==> config.mk <==
export PLATFORM = sky130hd
export DESIGN_NAME = two_pole_resonator_filter_flat
export DESIGN_NICKNAME = d
export VERILOG_FILES = /design/src/trp_pkg.sv /design/src/trp_if.sv /design/src/trp_cfg_regs.sv /design/src/trp_mac.sv /design/src/two_pole_resonator_filter.sv /design/src/flat_wrapper.sv
export VERILOG_INCLUDE_DIRS = /design/src /design/src/src
export SDC_FILE = /design/constraint.sdc
export NUM_CORES = 2
export LEC_CHECK = 0
export ABC_AREA = 1
export BUFFER_PORTS_ARGS = -buffer_cell sky130_fd_sc_hd__buf_4
export CAP_MARGIN = 20
export CORE_AREA = 8 8 292 294
export CTS_BUF_LIST = sky130_fd_sc_hd__clkbuf_8
export DETAILED_ROUTE_END_ITERATION = 10
export DIE_AREA = 0 0 300 302
export PLACE_DENSITY = 0.71
export SLEW_MARGIN = 20
export SYNTH_ARGS = -nofsm -noshare
export SYNTH_HDL_FRONTEND = slang
export SYNTH_SLANG_ARGS = --single-unit
==> constraint.sdc <==
create_clock -name clk_i -period 13.5 [get_ports clk_i]
set_input_delay 0.675 -clock clk_i [delete_from_list [all_inputs] [get_ports clk_i]]
set_output_delay 0.675 -clock clk_i [all_outputs]
set_load 0.005 [all_outputs]
==> src/assert_macros.svh <==
// Assertion macros used by the top module of the resonator filter.
`ifndef ASSERT_MACROS_SVH
`define ASSERT_MACROS_SVH

// Same-cycle implication, checked out of reset.
`define ASSERT_IMPLY(label, clk, rst_n, ante, cons) \
  label: assert property (@(posedge clk) disable iff (!(rst_n)) (ante) |-> (cons)) \
    else $error("assertion failed: same-cycle implication");

// Next-cycle implication, checked out of reset.
`define ASSERT_NEXT(label, clk, rst_n, ante, cons) \
  label: assert property (@(posedge clk) disable iff (!(rst_n)) (ante) |=> (cons)) \
    else $error("assertion failed: next-cycle implication");

`endif

==> src/trp_pkg.sv <==
// Types and constants of the two-pole resonator filter.
package trp_pkg;

  localparam int unsigned SampleW  = 16;
  localparam int unsigned CoefW    = 19;
  localparam int unsigned HistW    = 17;
  localparam int unsigned FracW    = 16;
  localparam int unsigned CfgIdxW  = 2;
  localparam int unsigned CfgDataW = CoefW;
  // Accumulator covers the sum of three products with headroom.
  localparam int unsigned AccW     = CoefW + HistW + 3;

  localparam logic signed [CoefW-1:0] CoefInputReset = CoefW'(65536);

  typedef logic signed [SampleW-1:0] sample_t;
  typedef logic signed [CoefW-1:0]   coef_t;
  typedef logic signed [HistW-1:0]   hist_t;

  // Register indexes of the configuration port.
  typedef enum logic [CfgIdxW-1:0] {
    CfgNotchMode  = 2'd0,
    CfgCoefInput  = 2'd1,
    CfgCoefFbOne  = 2'd2,
    CfgCoefFbTwo  = 2'd3
  } cfg_idx_e;

  typedef struct packed {
    logic  notch_mode;
    coef_t coef_input;
    coef_t coef_feedback_one;
    coef_t coef_feedback_two;
  } cfg_t;

  typedef struct packed {
    sample_t sample;
    logic    saturated;
    hist_t   hist_next;
  } mac_res_t;

endpackage

==> src/trp_if.sv <==
// Stream interfaces for the input and result channels of the resonator filter.
interface trp_in_if;
  logic             valid;
  logic             ready;
  trp_pkg::sample_t sample_in;

  modport source (output valid, output sample_in, input ready);
  modport sink   (input valid, input sample_in, output ready);
endinterface

interface trp_out_if;
  logic             valid;
  logic             ready;
  trp_pkg::sample_t sample_out;
  logic             saturated;

  modport source (output valid, output sample_out, output saturated, input ready);
  modport sink   (input valid, input sample_out, input saturated, output ready);
endinterface

==> src/trp_cfg_regs.sv <==
// Configuration register file of the resonator filter.
module trp_cfg_regs (
  input  logic                          clk_i,
  input  logic                          rst_ni,
  input  logic                          cfg_we_i,
  input  logic [trp_pkg::CfgIdxW-1:0]   cfg_index_i,
  input  logic [trp_pkg::CfgDataW-1:0]  cfg_wdata_i,
  output trp_pkg::cfg_t                 cfg_o
);
  import trp_pkg::*;

  cfg_t cfg_q;
  cfg_t cfg_d;

  // Decode a write into the addressed register; notch mode keeps only bit 0.
  always_comb begin
    cfg_d = cfg_q;
    if (cfg_we_i) begin
      unique case (cfg_idx_e'(cfg_index_i))
        CfgNotchMode: cfg_d.notch_mode        = cfg_wdata_i[0];
        CfgCoefInput: cfg_d.coef_input        = coef_t'(cfg_wdata_i[CoefW-1:0]);
        CfgCoefFbOne: cfg_d.coef_feedback_one = coef_t'(cfg_wdata_i[CoefW-1:0]);
        CfgCoefFbTwo: cfg_d.coef_feedback_two = coef_t'(cfg_wdata_i[CoefW-1:0]);
      endcase
    end
  end

  // Reset leaves unity input gain and no feedback.
  always_ff @(posedge clk_i or negedge rst_ni) begin
    if (!rst_ni) begin
      cfg_q.notch_mode        <= 1'b0;
      cfg_q.coef_input        <= CoefInputReset;
      cfg_q.coef_feedback_one <= '0;
      cfg_q.coef_feedback_two <= '0;
    end else begin
      cfg_q <= cfg_d;
    end
  end

  assign cfg_o = cfg_q;

endmodule

==> src/trp_mac.sv <==
// Multiply-accumulate, rounding and saturation of one filter sample.
module trp_mac (
  input  trp_pkg::cfg_t     cfg_i,
  input  trp_pkg::sample_t  sample_i,
  input  trp_pkg::hist_t    hist_one_i,
  input  trp_pkg::hist_t    hist_two_i,
  output trp_pkg::mac_res_t res_o
);
  import trp_pkg::*;

  localparam int unsigned ProdXW = CoefW + SampleW;
  localparam int unsigned ProdHW = CoefW + HistW;
  localparam int unsigned YW     = AccW - FracW;

  logic signed [ProdXW-1:0] prod_x;
  logic signed [ProdHW-1:0] prod_one;
  logic signed [ProdHW-1:0] prod_two;
  logic signed [AccW-1:0]   acc;
  logic signed [AccW-1:0]   acc_rnd;
  logic signed [YW-1:0]     y_wide;
  logic                     overflow;
  sample_t                  y_sat;

  // Three products, summed exactly in Q.16.
  assign prod_x   = cfg_i.coef_input * sample_i;
  assign prod_one = cfg_i.coef_feedback_one * hist_one_i;
  assign prod_two = cfg_i.coef_feedback_two * hist_two_i;
  assign acc      = AccW'(prod_x) + AccW'(prod_one) - AccW'(prod_two);

  // Round half up, then drop the fraction.
  assign acc_rnd = acc + AccW'(1 << (FracW - 1));
  assign y_wide  = acc_rnd[AccW-1:FracW];

  // The value fits when all bits above the sample's sign bit match it.
  assign overflow = (y_wide[YW-1:SampleW-1] != {(YW-SampleW+1){1'b0}}) &&
                    (y_wide[YW-1:SampleW-1] != {(YW-SampleW+1){1'b1}});

  always_comb begin
    if (!overflow) begin
      y_sat = y_wide[SampleW-1:0];
    end else if (y_wide[YW-1]) begin
      y_sat = {1'b1, {(SampleW-1){1'b0}}};
    end else begin
      y_sat = {1'b0, {(SampleW-1){1'b1}}};
    end
  end

  // History takes the output, or in notch mode output minus input.
  assign res_o.sample    = y_sat;
  assign res_o.saturated = overflow;
  assign res_o.hist_next = cfg_i.notch_mode ?
                           hist_t'({y_sat[SampleW-1], y_sat} -
                                   {sample_i[SampleW-1], sample_i}) :
                           hist_t'({y_sat[SampleW-1], y_sat});

endmodule

==> src/two_pole_resonator_filter.sv <==
// Two-pole resonator filter: y = a*x + b*h1 - c*h2 with Q2.16 coefficients
// written over the configuration port, rounded half up and saturated to 16
// bits, with a flag on every clipped sample. The history holds past outputs,
// or in notch mode past output minus input. The block takes one sample per
// clock cycle while the result side does not stall; the input register
// feeds the three multipliers, the sum and the saturation, which close the
// history loop combinationally, and a sample moving on loads the result
// register and the history. Stalls on the result side hold both stages in
// place; the input is still taken while the input stage is free or moving on.
module two_pole_resonator_filter (
  input  logic                          clk_i,
  input  logic                          rst_ni,
  input  logic                          cfg_we_i,
  input  logic [trp_pkg::CfgIdxW-1:0]   cfg_index_i,
  input  logic [trp_pkg::CfgDataW-1:0]  cfg_wdata_i,
  trp_in_if.sink                        in_i,
  trp_out_if.source                     out_o
);
  import trp_pkg::*;

  cfg_t     cfg;
  mac_res_t mac_res;

  logic     s1_valid_q;
  sample_t  s1_sample_q;
  logic     out_valid_q;
  sample_t  out_sample_q;
  logic     out_sat_q;
  hist_t    hist_one_q;
  hist_t    hist_two_q;

  logic     advance;
  logic     s1_move;
  logic     in_take;

  trp_cfg_regs u_cfg_regs (
    .clk_i       (clk_i),
    .rst_ni      (rst_ni),
    .cfg_we_i    (cfg_we_i),
    .cfg_index_i (cfg_index_i),
    .cfg_wdata_i (cfg_wdata_i),
    .cfg_o       (cfg)
  );

  trp_mac u_mac (
    .cfg_i      (cfg),
    .sample_i   (s1_sample_q),
    .hist_one_i (hist_one_q),
    .hist_two_i (hist_two_q),
    .res_o      (mac_res)
  );

  // Handshake: the result register frees up when empty or taken.
  assign advance    = !out_valid_q || out_o.ready;
  assign s1_move    = s1_valid_q && advance;
  assign in_i.ready = !s1_valid_q || advance;
  assign in_take    = in_i.valid && in_i.ready;

  // Control and history state.
  always_ff @(posedge clk_i or negedge rst_ni) begin
    if (!rst_ni) begin
      s1_valid_q  <= 1'b0;
      out_valid_q <= 1'b0;
      hist_one_q  <= '0;
      hist_two_q  <= '0;
    end else begin
      if (in_i.ready) begin
        s1_valid_q <= in_i.valid;
      end
      if (advance) begin
        out_valid_q <= s1_valid_q;
      end
      if (s1_move) begin
        hist_one_q <= mac_res.hist_next;
        hist_two_q <= hist_one_q;
      end
    end
  end

  // Payload registers.
  always_ff @(posedge clk_i) begin
    if (in_take) begin
      s1_sample_q <= in_i.sample_in;
    end
    if (s1_move) begin
      out_sample_q <= mac_res.sample;
      out_sat_q    <= mac_res.saturated;
    end
  end

  assign out_o.valid      = out_valid_q;
  assign out_o.sample_out = out_sample_q;
  assign out_o.saturated  = out_sat_q;

  `include "assert_macros.svh"

  // A clipped result sits at one of the two rails.
  `ASSERT_IMPLY(a_sat_rail, clk_i, rst_ni, out_valid_q && out_sat_q,
                (out_sample_q == 16'sh7fff) || (out_sample_q == 16'sh8000))
  // The older history takes the newer one whenever a sample is processed.
  `ASSERT_NEXT(a_hist_shift, clk_i, rst_ni, s1_move, hist_two_q == $past(hist_one_q))
  // History stays put while no sample is processed.
  `ASSERT_NEXT(a_hist_hold, clk_i, rst_ni, !s1_move, $stable(hist_one_q) && $stable(hist_two_q))
  // An empty result register never blocks the input.
  `ASSERT_IMPLY(a_no_block, clk_i, rst_ni, !out_valid_q, in_i.ready)

endmodule
==> src/flat_wrapper.sv <==
// flat-port wrapper written by rule: the top's interface ports become plain ports
module two_pole_resonator_filter_flat import trp_pkg::*;
  (clk_i, rst_ni, cfg_we_i, cfg_index_i, cfg_wdata_i, in_i_valid, in_i_sample_in, in_i_ready, out_o_valid, out_o_sample_out, out_o_saturated, out_o_ready);
  trp_in_if in_i_i ();
  trp_out_if out_o_i ();
  input  logic clk_i;
  input  logic rst_ni;
  input  logic cfg_we_i;
  input  logic [trp_pkg::CfgIdxW-1:0] cfg_index_i;
  input  logic [trp_pkg::CfgDataW-1:0] cfg_wdata_i;
  input wire logic [$bits(in_i_i.valid)-1:0] in_i_valid;
  input wire logic [$bits(in_i_i.sample_in)-1:0] in_i_sample_in;
  output wire logic [$bits(in_i_i.ready)-1:0] in_i_ready;
  output wire logic [$bits(out_o_i.valid)-1:0] out_o_valid;
  output wire logic [$bits(out_o_i.sample_out)-1:0] out_o_sample_out;
  output wire logic [$bits(out_o_i.saturated)-1:0] out_o_saturated;
  input wire logic [$bits(out_o_i.ready)-1:0] out_o_ready;
  assign in_i_i.valid = in_i_valid;
  assign in_i_i.sample_in = in_i_sample_in;
  assign in_i_ready = in_i_i.ready;
  assign out_o_valid = out_o_i.valid;
  assign out_o_sample_out = out_o_i.sample_out;
  assign out_o_saturated = out_o_i.saturated;
  assign out_o_i.ready = out_o_ready;
  two_pole_resonator_filter u_core (.clk_i(clk_i), .rst_ni(rst_ni), .cfg_we_i(cfg_we_i), .cfg_index_i(cfg_index_i), .cfg_wdata_i(cfg_wdata_i), .in_i(in_i_i), .out_o(out_o_i));
endmodule
; ---- Yosys cells after proc, flatten, opt, wreduce, memory -nomap -nowiden
; Index checks and enable logic that the tools add are counted.
[classes]
reduce_logical = 13
eq_ne = 4
n_mul = 3
n_addsub = 4
muxes = 3
[ops]
columns = op, n
row1 = 19-bit by 17-bit multiplier with 36-bit output, 2
row2 = "38-bit by 17-bit adder with 39-bit output, second input constant", 1
row3 = 37-bit by 36-bit subtractor with 38-bit output, 1
row4 = 35-bit by 36-bit adder with 37-bit output, 1
row5 = 19-bit by 16-bit multiplier with 35-bit output, 1
row6 = 16-bit 2-to-1 mux, 2
row7 = 17-bit 2-to-1 mux, 1
row8 = 16-bit by 16-bit subtractor with 17-bit output, 1
row9 = "8-bit != test, second input constant", 1
row10 = 2-bit AND reduction, 4
row11 = 8-bit nonzero test, 1
row12 = "2-bit == test, second input constant", 2
row13 = 1-bit logical AND, 3
row14 = "2-bit by 1-bit == test with 1-bit output, second input constant", 1
row15 = 1-bit logical NOT, 2
row16 = 2-bit logical NOT, 1
row17 = 1-bit logical OR, 2
[totals]
ff_bits = 127
inputBits = 42
output_inout_bits = 19
wordCells = 38

; ---- Longest topological paths before layout
[logic_depth]
ltp_word = 9
depth_mapped = 57
depth_no_buf = 54

; ---- By module
; A second synthesis with hierarchy kept.
[unflattened]
hier_cells = 5317
area_unflattened_um2 = 44440.1
[by_module_without_submodules]
columns = module, n_inst, cells_per_inst, area_per_inst_um2, seq_area_each_um2
row1 = trp_mac, 1, 4864, 39460.3, 0.0
row2 = trp_cfg_regs, 1, 263, 2538.7, 1452.6
row3 = two_pole_resonator_filter, 1, 190, 2441.1, 1891.8

; ---- Least setup slack after synthesis
; Ideal clock, no wire load.
[synth_timing]
path_type = reg2reg
start = register u_core.hist_two_q[0]
end = register u_core.hist_one_q[14]
n_path_buf = 2
synth_period_minus_slack_ns = 9.816
path_slack_ns = 3.684
t_arrival_ns = 9.700
path_stages_with_launch = 49
required_ns = 13.384
cell_sequence = dfrtp_1 -> clkbuf_1 -> nand2_1 -> inv_1 -> fa_1 -> fa_1 -> fa_1 -> inv_1 -> fa_1 -> inv_1 -> fa_1 -> inv_1 -> fa_1 -> fa_1 -> fa_1 -> inv_1 -> fa_1 -> inv_1 -> [... 13 more ...] -> nand2_1 -> nand2_1 -> inv_1 -> ha_1 -> inv_1 -> fa_1 -> nand3_1 -> nand2_1 -> nand2_1 -> o211ai_1 -> a31oi_1 -> o21ai_0 -> a21boi_0 -> xor2_1 -> o21ai_0 -> inv_1 -> nand2_1 -> nand2_1
[synth_rtl]
columns = item, line
row1 = from (decl), two_pole_resonator_filter.sv:30  ; hist_t hist_two_q;
row2 = from (signal assigned), two_pole_resonator_filter.sv:75  ; hist_two_q <= hist_one_q;
row3 = to (signal assigned), two_pole_resonator_filter.sv:74  ; hist_one_q <= mac_res.hist_next;
row4 = to (decl), two_pole_resonator_filter.sv:29  ; hist_t hist_one_q;

==> results.py <==
metrics = {
    "outcome": {
        "status": "complete, no violations",
    },
    "global_route": {
        "grt_pass1_vias": 34452,
        "grt_pass1_wl_mm": 191,
        "grt_use_total": 0.277,
        "grt_max_degree": 61,
        "overflow": 0,
        "antenna_found_initial": 2,
    },
    "routing": {
        "via_count": 31596,
        "postRouteAntennaNets": 0,
        "wl_mm": 118,
        "drc_errors": 0,
        "firstDrtPassIters": 6,
        "wire_per_inst_um": 19.1,
        "vias_per_cell": 5.11,
        "initialDrtViolationCount": 2379,
    },
    "sta": {
        "drv_slew": 0,
        "slew_headroom": 0.271,
        "setup_violations": 0,
        "rsz0062_at_grt": "no",
        "fin_crit_ps": 11510,
        "skew_ps": 26.0,
        "max_freq_mhz": 86.9,
        "hold_viol": 0,
        "tns_ps": 0,
        "worstMarginPinSlew_ps": 1090,
        "finalCritPeriodShare": 0.852,
    },
    "setup_path": {
        "required_ps": 13950,
        "cp_max_fo": 20,
        "cp.arrival_ps": 11960,
        "critPathLaunchType": "flop",
        "cp.buffers_inverters": 9,
        "path_delay_family": "adder cells",
        "end_kind": "flop",
        "critical_path_class": "flop to flop",
        "critical_path.max_stage_delay_ps": 840,
        "critPathMostFrequentCell": "nand2_1",
        "crit_path_top_delay_cell": "dfrtp_1",
    },
    "placed_design": {
        "hpwl_mm": 101,
        "io_buffers": 60,
        "routabilityCongestion": 0.976,
    },
    "cts": {
        "cts-hold-fix-buffers": 0,
        "tritoncts": "built",
        "cts_resized": 0,
        "numCtsBuffers": 17,
        "clkLatencyLatePin_ps": 580,
        "cts_root_buffer": "clkbuf_8",
        "cts_max_path_buffers": 2,
        "cts_max_level": 4,
        "cts_num_sinks": 127,
        "path_clk_slew_ps": 90,
        "postCtsSetupBuffers": 0,
    },
    "yosys": {
        "synthMuxAreaShare": 0,
        "synth-xor-area-share": 0.00679,
        "ys_ff_latch": 127,
        "post_synth.cell_area_avg_sq_um": 8.40,
        "syn-num-nets": 6623,
        "synth-compound-area-share": 0.0238,
        "yosys_warnings": 0,
        "yosys.area_share.simple": 0.134,
        "synth_top_family_by_area": "adder cells",
        "seq_area_frac_synth": 0.0763,
        "synth.distinct_cells": 44,
        "postSynthCellCount": 5218,
        "synth_area_sq_um": 43800,
        "synth_fa_ha_area_frac": 0.585,
    },
    "floorplanning": {
        "start_util": 0.542,
        "die_h_um": 302,
        "die_x_um": 300,
        "rows": 105,
        "die_area_sq_um": 90600,
        "core_area_sq_um": 80900,
        "pin_count": 61,
    },
    "hold_path": {
        "hold_class": "input pin to async pin",
    },
    "run": {
        "max_cap_viol_count": 0,
    },
    "final_layout": {
        "final_common_cell": "inv_1",
        "syn_to_final_growth_pct": 3.70,
        "final_cell_mix": "inv_1, nand2_1, fa_1, ha_1, nor2_1",
        "drive_gt1_frac": 0.0430,
        "nNetsFinal": 6506,
    },
}
==> worst register-to-register path, delay by kind of cell, from the launching register on <==
kind	cells	cell delay, ps
compound gates	7	1730
flops	1	840
buf+inv	9	1050
fa+ha+maj	11	5290
simple gates	18	2460
==> synthesized netlist by cell type, drive strengths merged <==
cell	instances	share of area
nand3	41	0.0053
a21oi	64	0.0073
nor3	5	0.00080
fa	1145	0.52
o21a	1	0.00017
xnor2	15	0.0030
nor4	2	0.00029
dfrtp	93	0.053
o211ai	2	0.00034
nand2b	1	0.00014
dfstp	1	0.00060
o21bai	7	0.0012
a21o	3	0.00051
clkbuf	225	0.019
o31ai	2	0.00034
nor2	114	0.011
a31oi	6	0.00086
nand3b	4	0.00069
nand2	1283	0.11
inv	1789	0.15
buf	12	0.0019
o21ai	103	0.012
xor2	19	0.0038
nand4	4	0.00057
a22oi	2	0.00034
edfxtp	33	0.023
ha	218	0.062
a21boi	4	0.00069
or2	20	0.0029
==> cell families after synthesis <==
group | count (synthesis)
adders and majority gates | 1363
AOI/OAI and AO/OA | 194
buffers and inverters | 2026
DFF | 127
xor gates and xnor gates | 34
and+or+nand+nor | 1474
==> cell type report <==
class | count | area, sq um
diodes | 3 | 7.51
well taps | 1070 | 1340
clock inverters | 13 | 189
flip-flops and latches | 127 | 3340
clock buffers | 18 | 248
multi-input cells | 3065 | 32900
fillers | 7407 | 35500
inverters | 1789 | 6720
repair buffers | 101 | 758
==> final timing paths <==
path                                  startpoint                     endpoint  slack, ps  depth (start not counted)
setup / recovery            u_core.hist_two_q[0]        u_core.hist_one_q[11]       1990                         45
hold / removal                            rst_ni  u_core.u_cfg_regs.cfg_o[24]         90                          1
setup reg to reg            u_core.hist_two_q[0]        u_core.hist_one_q[11]       1990                         45
hold reg to reg            u_core.hist_one_q[10]        u_core.hist_one_q[10]        490                          2
max in group asynchronous                 rst_ni        u_core.hist_two_q[13]      12080                          2
min in group clk_i            in_i_sample_in[11]       u_core.s1_sample_q[11]        270                          1
==> flip-flops by register name, summed over array words and instances (netlist names) <==
name / flops
u_core.u_cfg_regs.cfg_o: 58
u_core.hist_one_q: 17
u_core.hist_two_q: 17
u_core.out_o.sample_out: 16
u_core.s1_sample_q: 16
u_core.out_o.saturated: 1
u_core.out_o.valid: 1
u_core.s1_valid_q: 1
==> per-layer routing <==
metal / wire [um] / up-vias / part of all wire / GRT usage
li1: - / 13961 / - / -
met1: 45000 / 16054 / 0.38 / 0.350
met2: 57400 / 1267 / 0.49 / 0.461
met3: 8200 / 314 / 0.070 / 0.0383
met4: 7350 / 0 / 0.062 / 0.151
met5: 0 / - / 0 / 0
==> per-stage QoR <==
step / utilization / hold slack [ps] / cell area (sq um) / instances / setup WS [ps]
4_1_cts: 0.562 / 70.4 / 45500 / 6183 / 2090
3_5_place_dp: 0.556 / 467 / 45000 / 6152 / 2130
6_report: 0.562 / 85.7 / 45500 / 6186 / 1990
2_1_floorplan: - / 379 / 43800 / 5218 / 3680
5_1_grt: 0.562 / 99.6 / 45500 / 6184 / 1030
3_3_place_gp: 0.556 / 465 / 45000 / 6152 / 2280
Power is left out: the tool's default activity adds up to more than one toggle a clock period on the data nets, which glitch-free logic cannot reach.
